==> src/rtl/core/evdf_pkg.sv <==
// Shared types and constants of the event word deframer.
`timescale 1ns / 1ps
`default_nettype none

package evdf_pkg;

    localparam int MAX_EVENT_WORDS = 64;
    localparam int ADDR_W          = $clog2(MAX_EVENT_WORDS);
    localparam int CNT_W           = $clog2(MAX_EVENT_WORDS + 1);

    localparam int WORD_W = 32;
    localparam int NUM_W  = 32;
    localparam int CHAN_W = 5;

    localparam int BASE_WORDS        = 5;
    localparam int WORDS_PER_CHANNEL = 3;
    localparam int EXP_MAX           = BASE_WORDS + WORDS_PER_CHANNEL * ((1 << CHAN_W) - 1);
    localparam int EXP_W             = $clog2(EXP_MAX + 1);
    localparam int CMP_W             = (EXP_W > CNT_W) ? EXP_W : CNT_W;

    localparam int CFG_IDX_W = 2;

    typedef enum logic [CFG_IDX_W-1:0] {
        CFG_HEAD_MARKER   = 2'd0,
        CFG_TAIL_MARKER   = 2'd1,
        CFG_CHANNEL_COUNT = 2'd2
    } t_cfg_idx;

    typedef enum logic [2:0] {
        S_HUNT    = 3'b001,
        S_COLLECT = 3'b010,
        S_DRAIN   = 3'b100
    } t_state;

    // One result word as it travels through the output queue.
    typedef struct packed {
        logic [NUM_W-1:0]  event_number;
        logic              last_word;
        logic [WORD_W-1:0] event_word;
    } t_out_word;

    typedef struct packed {
        logic       push;
        logic       pop;
        logic [1:0] count;
    } t_q_status;

endpackage

`default_nettype wire

==> src/rtl/core/evdf_buf_ram.sv <==
// Simple dual-port buffer RAM with registered read data.
`timescale 1ns / 1ps
`default_nettype none

module evdf_buf_ram #(
    parameter int DEPTH  = 64,
    parameter int WIDTH  = 32,
    parameter int ADDR_W = $clog2(DEPTH)
) (
    input  wire logic              i_clk,
    input  wire logic              i_we,
    input  wire logic [ADDR_W-1:0] i_waddr,
    input  wire logic [WIDTH-1:0]  i_wdata,
    input  wire logic              i_re,
    input  wire logic [ADDR_W-1:0] i_raddr,
    output logic      [WIDTH-1:0]  o_rdata
);

    logic [WIDTH-1:0] r_mem [DEPTH];

    always_ff @(posedge i_clk) begin
        if (i_we) begin
            r_mem[i_waddr] <= i_wdata;
        end
    end

    always_ff @(posedge i_clk) begin
        if (i_re) begin
            o_rdata <= r_mem[i_raddr];
        end
    end

endmodule

`default_nettype wire

==> src/rtl/core/evdf_out_q.sv <==
// Two-entry output queue that decouples the buffer drain from the output stream.
`timescale 1ns / 1ps
`default_nettype none

module evdf_out_q
    import evdf_pkg::*;
(
    input  wire logic      i_clk,
    input  wire logic      i_rst_n,
    input  wire logic      i_push,
    input  wire t_out_word i_data,
    output logic           o_valid,
    input  wire logic      i_ready,
    output t_out_word      o_data,
    output t_q_status      o_status
);

    t_out_word  r_mem [2];
    logic       r_wr_ptr, n_wr_ptr;
    logic       r_rd_ptr, n_rd_ptr;
    logic [1:0] r_count,  n_count;
    logic       w_pop;

    assign o_valid = (r_count != 2'd0);
    assign o_data  = r_mem[r_rd_ptr];
    assign w_pop   = o_valid && i_ready;

    always_comb begin
        n_wr_ptr = r_wr_ptr ^ i_push;
        n_rd_ptr = r_rd_ptr ^ w_pop;
        n_count  = r_count + {1'b0, i_push} - {1'b0, w_pop};
    end

    always_ff @(posedge i_clk) begin
        if (!i_rst_n) begin
            r_wr_ptr <= 1'b0;
            r_rd_ptr <= 1'b0;
            r_count  <= 2'd0;
        end else begin
            r_wr_ptr <= n_wr_ptr;
            r_rd_ptr <= n_rd_ptr;
            r_count  <= n_count;
        end
    end

    always_ff @(posedge i_clk) begin
        if (i_push) begin
            r_mem[r_wr_ptr] <= i_data;
        end
    end

    assign o_status = '{push: i_push, pop: w_pop, count: r_count};

endmodule

`default_nettype wire

==> src/rtl/core/event_word_deframer_core.sv <==
// Top level of the event word deframer: framing control, buffer drain and output.
`timescale 1ns / 1ps
`default_nettype none

// The block hunts for a head marker word, collects the event into a 64-word buffer
// memory and, when a tail marker closes an event of exactly 5 + 3 * channel_count
// words, replays the event on the output stream with tlast on the tail word and the
// wrapping count of earlier good events in the upper half of tdata. While hunting or
// collecting one word is taken every cycle. A good event then occupies the buffer's
// read port, one read per word held back by output stalls, and no input word is taken
// until the last buffer read of that event has been issued; the output side reaches
// one word per cycle through a two-entry queue behind the registered RAM read.
// Events that are too long or of the wrong length are dropped silently. Configuration
// words are always accepted and should be written only while the block is idle.
module event_word_deframer_core
    import evdf_pkg::*;
(
    input  wire logic                 i_clk,
    input  wire logic                 i_rst_n,
    // Slave stream, tdata: [31:0] data_word.
    input  wire logic                 i_s_tvalid,
    output logic                      o_s_tready,
    input  wire logic [WORD_W-1:0]    i_s_tdata,
    // Master stream, tdata: [31:0] event_word, [63:32] event_number.
    output logic                      o_m_tvalid,
    input  wire logic                 i_m_tready,
    output logic [WORD_W+NUM_W-1:0]   o_m_tdata,
    output logic                      o_m_tlast,
    // Configuration write channel.
    input  wire logic                 i_cfg_valid,
    output logic                      o_cfg_ready,
    input  wire logic [CFG_IDX_W-1:0] i_cfg_index,
    input  wire logic [WORD_W-1:0]    i_cfg_data
);

    t_state            r_state, n_state;
    logic [CNT_W-1:0]  r_fill,  n_fill;
    logic [ADDR_W-1:0] r_len,   n_len;
    logic [ADDR_W-1:0] r_rd_idx, n_rd_idx;
    logic [NUM_W-1:0]  r_valid_events, n_valid_events;
    logic [WORD_W-1:0] r_head_marker;
    logic [WORD_W-1:0] r_tail_marker;
    logic [CHAN_W-1:0] r_channel_count;

    logic              r_rd_pend;
    logic              r_rd_last;
    logic [NUM_W-1:0]  r_rd_num;

    logic              w_in_acc;
    logic              w_we;
    logic [ADDR_W-1:0] w_waddr;
    logic              w_issue;
    logic              w_issue_last;
    logic [CNT_W-1:0]  w_count_next;
    logic [CMP_W-1:0]  w_expected;
    logic [2:0]        w_occupancy;
    logic [WORD_W-1:0] w_rdata;
    t_out_word         w_push_data;
    t_out_word         w_out;
    t_q_status         w_q;

    // Configuration registers.
    assign o_cfg_ready = 1'b1;

    always_ff @(posedge i_clk) begin
        if (!i_rst_n) begin
            r_head_marker   <= '0;
            r_tail_marker   <= '0;
            r_channel_count <= CHAN_W'(1);
        end else if (i_cfg_valid) begin
            unique case (i_cfg_index)
                CFG_HEAD_MARKER:   r_head_marker   <= i_cfg_data;
                CFG_TAIL_MARKER:   r_tail_marker   <= i_cfg_data;
                CFG_CHANNEL_COUNT: r_channel_count <= i_cfg_data[CHAN_W-1:0];
                default: ;
            endcase
        end
    end

    assign o_s_tready = (r_state != S_DRAIN);
    assign w_in_acc   = i_s_tvalid && o_s_tready;

    assign w_count_next = r_fill + CNT_W'(1);
    assign w_expected   = CMP_W'(BASE_WORDS)
                        + CMP_W'(WORDS_PER_CHANNEL) * CMP_W'(r_channel_count);

    // Reads are issued only when the queue is sure to have room when the data lands.
    assign w_occupancy  = {1'b0, w_q.count} + {2'b00, r_rd_pend};
    assign w_issue      = (r_state == S_DRAIN)
                        && (w_occupancy < (3'd2 + {2'b00, w_q.pop}));
    assign w_issue_last = (r_rd_idx == r_len);

    always_comb begin
        n_state        = r_state;
        n_fill         = r_fill;
        n_len          = r_len;
        n_rd_idx       = r_rd_idx;
        n_valid_events = r_valid_events;
        w_we           = 1'b0;
        w_waddr        = r_fill[ADDR_W-1:0];
        unique case (r_state)
            S_HUNT: begin
                if (w_in_acc && (i_s_tdata == r_head_marker)) begin
                    w_we    = 1'b1;
                    w_waddr = '0;
                    n_fill  = CNT_W'(1);
                    n_state = S_COLLECT;
                end
            end
            S_COLLECT: begin
                if (w_in_acc) begin
                    w_we   = 1'b1;
                    n_fill = w_count_next;
                    if (w_count_next >= CNT_W'(MAX_EVENT_WORDS)) begin
                        n_state = S_HUNT;
                    end else if (i_s_tdata == r_tail_marker) begin
                        if (CMP_W'(w_count_next) == w_expected) begin
                            // r_len holds the index of the tail word.
                            n_len    = r_fill[ADDR_W-1:0];
                            n_rd_idx = '0;
                            n_state  = S_DRAIN;
                        end else begin
                            n_state = S_HUNT;
                        end
                    end
                end
            end
            S_DRAIN: begin
                if (w_issue) begin
                    n_rd_idx = r_rd_idx + ADDR_W'(1);
                    if (w_issue_last) begin
                        n_valid_events = r_valid_events + NUM_W'(1);
                        n_state        = S_HUNT;
                    end
                end
            end
            default: n_state = S_HUNT;
        endcase
    end

    always_ff @(posedge i_clk) begin
        if (!i_rst_n) begin
            r_state        <= S_HUNT;
            r_fill         <= '0;
            r_len          <= '0;
            r_rd_idx       <= '0;
            r_valid_events <= '0;
            r_rd_pend      <= 1'b0;
        end else begin
            r_state        <= n_state;
            r_fill         <= n_fill;
            r_len          <= n_len;
            r_rd_idx       <= n_rd_idx;
            r_valid_events <= n_valid_events;
            r_rd_pend      <= w_issue;
        end
    end

    // Tags are registered with the read, in step with the RAM data.
    always_ff @(posedge i_clk) begin
        if (w_issue) begin
            r_rd_last <= w_issue_last;
            r_rd_num  <= r_valid_events;
        end
    end

    // The write port is used only outside the drain, so a read never meets a write.
    evdf_buf_ram #(
        .DEPTH  (MAX_EVENT_WORDS),
        .WIDTH  (WORD_W),
        .ADDR_W (ADDR_W)
    ) u_buf (
        .i_clk   (i_clk),
        .i_we    (w_we),
        .i_waddr (w_waddr),
        .i_wdata (i_s_tdata),
        .i_re    (w_issue),
        .i_raddr (r_rd_idx),
        .o_rdata (w_rdata)
    );

    assign w_push_data = '{event_number: r_rd_num, last_word: r_rd_last, event_word: w_rdata};

    evdf_out_q u_out_q (
        .i_clk    (i_clk),
        .i_rst_n  (i_rst_n),
        .i_push   (r_rd_pend),
        .i_data   (w_push_data),
        .o_valid  (o_m_tvalid),
        .i_ready  (i_m_tready),
        .o_data   (w_out),
        .o_status (w_q)
    );

    assign o_m_tdata = {w_out.event_number, w_out.event_word};
    assign o_m_tlast = w_out.last_word;

    // The queue never receives a word it has no room for.
    a_q_no_overflow: assert property (@(posedge i_clk) disable iff (!i_rst_n)
        w_q.push |-> (w_q.count != 2'd2) || w_q.pop)
        else $error("output queue overflow");

    // A drain never reads beyond the tail word of the event.
    a_rd_in_range: assert property (@(posedge i_clk) disable iff (!i_rst_n)
        w_issue |-> (r_rd_idx <= r_len))
        else $error("buffer read beyond event length");

    // Leaving the drain always follows the read of the tail word.
    a_drain_exit: assert property (@(posedge i_clk) disable iff (!i_rst_n)
        (r_state == S_DRAIN) && (n_state != S_DRAIN) |=> r_rd_pend && r_rd_last)
        else $error("drain ended without reading the tail word");

endmodule

`default_nettype wire
==> config.mk <==
export PLATFORM = sky130hd
export DESIGN_NAME = event_word_deframer_core
export DESIGN_NICKNAME = d
export VERILOG_FILES = /design/src/rtl/core/evdf_pkg.sv /design/src/rtl/core/evdf_buf_ram.sv /design/src/rtl/core/evdf_out_q.sv /design/src/rtl/core/event_word_deframer_core.sv
export SDC_FILE = /design/constraint.sdc
export NUM_CORES = 2
export LEC_CHECK = 0
export BUFFER_PORTS_ARGS = -buffer_cell sky130_fd_sc_hd__buf_2
export CAP_MARGIN = 10
export CELL_PAD_IN_SITES_DETAIL_PLACEMENT = 0
export CELL_PAD_IN_SITES_GLOBAL_PLACEMENT = 1
export CORE_ASPECT_RATIO = 0.6
export CORE_MARGIN = 2
export CORE_UTILIZATION = 35
export CTS_CLUSTER_SIZE = 25
export DETAILED_ROUTE_END_ITERATION = 8
export GPL_ROUTABILITY_DRIVEN = 0
export GPL_TIMING_DRIVEN = 0
export PLACE_DENSITY = 0.59
export SLEW_MARGIN = 20
export SYNTH_ARGS = -nofsm -noshare
export SYNTH_HDL_FRONTEND = slang
export SYNTH_SLANG_ARGS = --single-unit
==> constraint.sdc <==
create_clock -name i_clk -period 12.4 [get_ports i_clk]
set_input_delay 1.24 -clock i_clk [delete_from_list [all_inputs] [get_ports i_clk]]
set_output_delay 1.24 -clock i_clk [all_outputs]
set_load 0.03 [all_outputs]
### Yosys cells after proc, flatten, opt, wreduce, memory -nomap -nowiden

Memories as Yosys holds them, arrays and structs flattened. A register that Yosys moved wholly into a read port is not among the register bits.
Cells that the tools add are included.

* $add $sub $neg: 8
* multipliers: 1
* order comparisons: 2
* equality and inequality tests: 18
* multiplexer cells: 27
* bitwise logic cells: 3
* reductions and logical operators: 16

Operator list (number)
* $eq 32x32->1: 2
* $mux 6: 7
* $add 32x1->32 const B: 1
* $mux 3: 7
* $mux 7: 2
* $pmux 7 s2: 1
* $ne 2x2->1 const B: 6
* $pmux 6 s2: 1
* $reduce_and 5->1: 2
* $pmux 3 s3: 1
* $add 3x7->7 const A: 1
* $add 7x1->7 const B: 1
* $eq 7x7->1: 1
* $ge 7x7->1 const B: 1
* $mul 2x5->7 const A: 1
* $mux 1: 7
* $add 6x1->6 const B: 1
* $eq 6x6->1: 1
* $ne 3x3->1 const B: 2
* $reduce_and 2->1: 3
* $reduce_and 3->1: 2
* $reduce_and 6->1: 1
* $reduce_bool 2->1: 3
* $logic_and 1x1->1: 4
* other kinds (15): 16

* register bits after elaboration: 161
* memory bits (writable): 2178
* output and inout bits: 68
* word-level logic and storage cells: 91
* memories: 2

Memory list
* u_buf.r_mem: depth 64, bits a word 32, rd ports 1, clocked after memory_dff 1, wr ports 1, line evdf_buf_ram.sv:19 `logic [WIDTH-1:0] r_mem [DEPTH];`
* u_out_q.r_mem: depth 2, bits a word 65, rd ports 1, clocked after memory_dff 1, wr ports 1, line evdf_out_q.sv:18 `t_out_word r_mem [2];`

### Longest topological paths before layout

* word-level depth: 8
* depth in mapped cells: 12
* depth with buffers taken out: 11

### By module

Synthesis repeated with hierarchy kept, for this count alone.

* cell total of the unflattened synthesis: 4325
* area, all modules: 91179.9 um^2

Modules (own cells, without submodules)
* evdf_buf_ram: times used 1, cells an instance 3324, area an instance 78835.6 um^2, sequential area each 62459.9 um^2
* event_word_deframer_core: times used 1, cells an instance 775, area an instance 7186.9 um^2, sequential area each 3473.3 um^2
* evdf_out_q: times used 1, cells an instance 226, area an instance 5157.4 um^2, sequential area each 4003.8 um^2

### Worst setup path before layout

No wires, ideal clock.

* kind: input-to-reg
* start: input port i_m_tready
* end: register r_valid_events[31]
* data arrival time: 5893 ps
* required time: 12285 ps
* slack: 6392 ps
* stages: 7
* path buffers: 0
* path through: o21ai_0 -> o21ai_0 -> nor3b_2 -> nand4_1 -> or4_1 -> xnor2_1 -> and2_1

* cells in the longest elaborated chain, start to end: 5

Ends and longest elaborated chain
* start, declared: line event_word_deframer_core.sv:26 `input wire logic i_m_tready,`
* $logic_and 1x1->1: line evdf_out_q.sv:26 `assign w_pop = o_valid && i_ready;`
* $add 2x1->3: line event_word_deframer_core.sv:90 `&& (w_occupancy < (3'd2 + {2'b00, w_q.pop}));`
* $lt 3x3->1: line event_word_deframer_core.sv:90
* $logic_and 1x1->1: line event_word_deframer_core.sv:90
* named net u_buf.i_re: line evdf_buf_ram.sv:14 `input wire logic i_re,`
* $reduce_and 3->1 (no line)
* end signal, assigned: line event_word_deframer_core.sv:154 `r_valid_events <= n_valid_events;`
* end, declared: line event_word_deframer_core.sv:40 `logic [NUM_W-1:0] r_valid_events, n_valid_events;`

The timed path passes the listed nets, and every way through them passes these cells.
A chain may end at the register's enable or synchronous reset.

==> results.txt <==
Along the worst path, the maximum fanout reaches 10. The fraction of the mapped netlist area in adder cells came out at 0.269%. The slew at the pin closest to its max-slew limit is 1190 ps.

The max-capacitance violation count is 0. At the worst endpoint, the required time is 12960 ps. The count of unique library cells instantiated by Yosys is 50. The CTS root buffer is sky130_fd_sc_hd__clkbuf_16. Measured along the y axis, the die boundary spans 399 um. The total wire length came out at 268000 um. The portion of the clock cycle consumed by the worst path in the final layout is 38.3%. The slowest stage of the critical path belongs to the cell sky130_fd_sc_hd__buf_1. The fraction of registers with async set/reset came out at 0%. The multiplexer fraction of the synthesized cell area is 17.5%.

The port buffer count came out at 136. The placeable core area is 260000 um2. Headroom to the max-slew limit came out at 20.7%. The synthesized netlist occupies a cell area of 91100 um2. The count of final hold-check violations is 0.

The class of the tightest hold or removal check is reg2reg. Counting flops with a built-in enable in the synthesized netlist gives 2243. In this run, synthesis produced a sequential element count of 2372. The final-report max-slew violation count is 0. After synthesis, the cell types taking the most area are sky130_fd_sc_hd__edfxtp_1 74%, sky130_fd_sc_hd__mux4_2 16%, sky130_fd_sc_hd__dfxtp_1 2.8%, sky130_fd_sc_hd__mux2_2 1.0%, sky130_fd_sc_hd__xnor2_1 0.77%. The die area came out at 265000 um2. The worst-case clock skew is 55.2 ps. Summed over all instances, the cell type with the most area after synthesis is sky130_fd_sc_hd__edfxtp_1. The number of global-route vias before repair came out at 43800. The synthesized-area fraction occupied by and/or/nand/nor cells is 2.28%. The via count normalized by instance count is 5.48.

The flow ran to the end, and the final reports show no timing, DRC or antenna violations. The sort of element at the end of the critical path is a flop. For this design the static power due to leakage is 31.9 nW. The aggregate global-route resource usage came out at 20.0%. The commonest cells after synthesis are 2243 x sky130_fd_sc_hd__edfxtp_1, 655 x sky130_fd_sc_hd__mux4_2, 179 x sky130_fd_sc_hd__nand2_1. For the finished layout, the period the worst path requires is 4750 ps.

The critical path goes through clkbuf_1 -> buf_2 -> buf_2 -> buf_1 -> buf_2 -> mux2i_1 -> o21ai_0. The proportion of layout cells with a drive suffix above 1 is 32.7%. The share of the synthesized area in the top cell type came out at 73.9%. Setup violations remaining at the end of the flow were counted as 0. The remaining antenna violation count is 0.

The CTS clock-pin slew for the worst setup and hold paths came out at 70 ps. The initial antenna violation count came to 20. The first global-routing pass estimated 367000 um of wire. The synthesized netlist devotes 1.07% of its cell area to compound gates. The net count reported at finish came out at 4779. Clock latency on the worst-skew pair, taken at its later pin, is 880 ps.

For this design, the sink count on the clock tree is 2372. The critical path launch point type is a flop. The yosys synthesis warning count is 0. The achievable frequency is 0.211 GHz. The post-synth net total is 4166. The post-synthesis cell count came out at 4076. The number of buffers added for setup after CTS came out at 0.

At the worst endpoint, the arrival time is 5300 ps. Dividing the detail-routed wire length by the instance count gives 32.2 um. Setup repair after global routing left no endpoint under its margin. The start-to-end type of the worst setup path is reg2reg. The I/O pin total is 139. The detailed-placement wirelength estimate is 184000 um.

The synthesis-to-layout area growth is 16.8%. For this run, the slowest stage of the critical path takes 860 ps. The sequential fraction of the synthesis area came out at 76.7%.

The maximum level of the CTS H-tree came out at 4. The cell row count is 145. The number of buffers added to fix hold violations after cts came out at 0. After detailed placement, the total cell area comes to 100000 um2. The post-synthesis xor/xnor area fraction came out at 0.995%. Post-CTS repair changed the size of 0 cells.

TritonCTS built the clock tree. Once the floorplan was initialized, standard cells occupied 35.1% of the core. The average size of a mapped cell came out at 22.4 um2. Across the VDD grid, the largest voltage drop is 0.124 mV. The maximum number of pins on one net before global-route repair is 67. The width of the chip came out at 663 um. The remaining routing DRC violations is 0. The number of buffers and inverters on the critical path is 5. The area of all placed cells without fillers is 106000 um2. The dominant combinational cell family by area after synthesis is multiplexers. The maximum count of clock buffers along a single path came out at 4. The setup TNS after final layout is 0 ps. The remaining global-route overflow is 0. The total vias in the final route is 45500. The kind of cell with the highest combined delay along the critical path is buffers and inverters. The number of DRC violations after detailed-routing iteration 0 came out at 6577.

The most numerous cell type found on the critical path is sky130_fd_sc_hd__buf_2. The power density over the cells is 145 nW/um2. The length of the first detailed-routing pass in iterations came out at 5. The commonest register cell after synthesis is sky130_fd_sc_hd__edfxtp_1. The total clock buffers created by CTS is 212. The most used standard cell by instance count after synthesis is sky130_fd_sc_hd__edfxtp_1.
## worst paths after layout
| kind | startpoint | depth (start not counted) | slack, ps | to |
|---|---|---|---|---|
| max | r_rd_idx[4] | 7 | 7650 | u_buf.o_rdata[13] |
| min | r_rd_num[16] | 0 | 440 | u_out_q.r_mem[1][49] |
| max reg2reg | r_rd_idx[4] | 7 | 7650 | u_buf.o_rdata[13] |
| min reg2reg | r_rd_num[16] | 0 | 440 | u_out_q.r_mem[1][49] |
## per-layer routing
layer,up-vias,GRT usage [%],routed length [um]
met3,258,5.21,26200
met1,24900,31.7,127000
met2,2075,27.8,111000
met5,-,0,90
met4,14,3.00,3450
li1,18200,-,-
## cells in the final DEF, fill, tap and decap left out, types with 20 or more instances in the layout
cell type                   instances
sky130_fd_sc_hd__clkinv_2          45
sky130_fd_sc_hd__buf_4            173
sky130_fd_sc_hd__clkinv_1          41
sky130_fd_sc_hd__clkbuf_1         157
sky130_fd_sc_hd__xnor2_1           80
sky130_fd_sc_hd__mux2_2            82
sky130_fd_sc_hd__o21ai_0           42
sky130_fd_sc_hd__buf_1             27
sky130_fd_sc_hd__dfxtp_1          129
sky130_fd_sc_hd__buf_16            25
sky130_fd_sc_hd__nand3_1           23
sky130_fd_sc_hd__buf_12            51
sky130_fd_sc_hd__clkbuf_2          20
sky130_fd_sc_hd__inv_1             27
sky130_fd_sc_hd__and2_1            27
sky130_fd_sc_hd__a21boi_0          81
sky130_fd_sc_hd__mux2i_1           30
sky130_fd_sc_hd__nand2_1          179
sky130_fd_sc_hd__nor3_2            32
sky130_fd_sc_hd__mux4_2           655
sky130_fd_sc_hd__buf_2            167
sky130_fd_sc_hd__edfxtp_1        2243
sky130_fd_sc_hd__nand4_1           20
sky130_fd_sc_hd__xor2_1            21
sky130_fd_sc_hd__clkbuf_16        216
sky130_fd_sc_hd__nor2_4            30
sky130_fd_sc_hd__buf_6             48
## area by class of cell
cell class	count	area [um2]
Antenna cell	5	12.5
Buffer	215	943
Clock buffer	273	5620
Clock inverter	105	785
Fill cell	22700	153000
Inverter	27	101
Multi-Input combinational cell	1462	20600
Sequential cell	2372	69900
Tap cell	3454	4320
Timing Repair Buffer	399	4060
## worst reg2reg max path: stages, from the launching register on
cell	delay, ps
sky130_fd_sc_hd__dfxtp_1	310
sky130_fd_sc_hd__clkbuf_1	600
sky130_fd_sc_hd__buf_2	580
sky130_fd_sc_hd__buf_2	530
sky130_fd_sc_hd__buf_1	870
sky130_fd_sc_hd__buf_2	590
sky130_fd_sc_hd__mux2i_1	290
sky130_fd_sc_hd__o21ai_0	650
## stage by stage
step | hold WS (ps) | power [W] | util (%) | setup WS, ps | instances
2_1_floorplan | 408 | 0.00904 | - | 6390 | 4076
3_3_place_gp | 416 | 0.00925 | 37.0 | 494 | 7666
3_5_place_dp | 425 | 0.00927 | 38.5 | 7370 | 7928
4_1_cts | 445 | 0.0156 | 41.0 | 7630 | 8306
5_1_grt | 455 | 0.0159 | 41.0 | 7650 | 8307
6_report | 444 | 0.0154 | 41.0 | 7650 | 8312
## power by group
part | internal [W] | switching, W | total [W]
combinational | 0.0000809 | 0.000251 | 0.000332
clock | 0.00342 | 0.00294 | 0.00635
sequential | 0.00875 | 0.00000728 | 0.00875
## cell families (layout without fill, tap and decap cells)
logic type / count (synthesis) / after routing
mux: 767 / 767
buf+inv: 242 / 1019
simple gates: 425 / 425
compound gates: 148 / 148
xor+xnor: 102 / 102
flops: 2372 / 2372
other cells: 1 / 6
fa+ha+maj: 19 / 19
## registers in the layout (all words and copies together) (netlist names), named ones only
register and count:
r_rd_num 32, u_out_q.r_rd_ptr 1, u_out_q.r_wr_ptr 1, r_state 3, u_out_q.r_mem 130, r_channel_count 5
r_rd_idx 6, r_rd_last 1, r_head_marker 32, u_buf.o_rdata 32, r_rd_pend 1, r_valid_events 32
u_out_q.r_count 2, u_buf.r_mem 2048, r_tail_marker 32, r_len 6, r_fill 7
(Power assumes the default switching activity.)
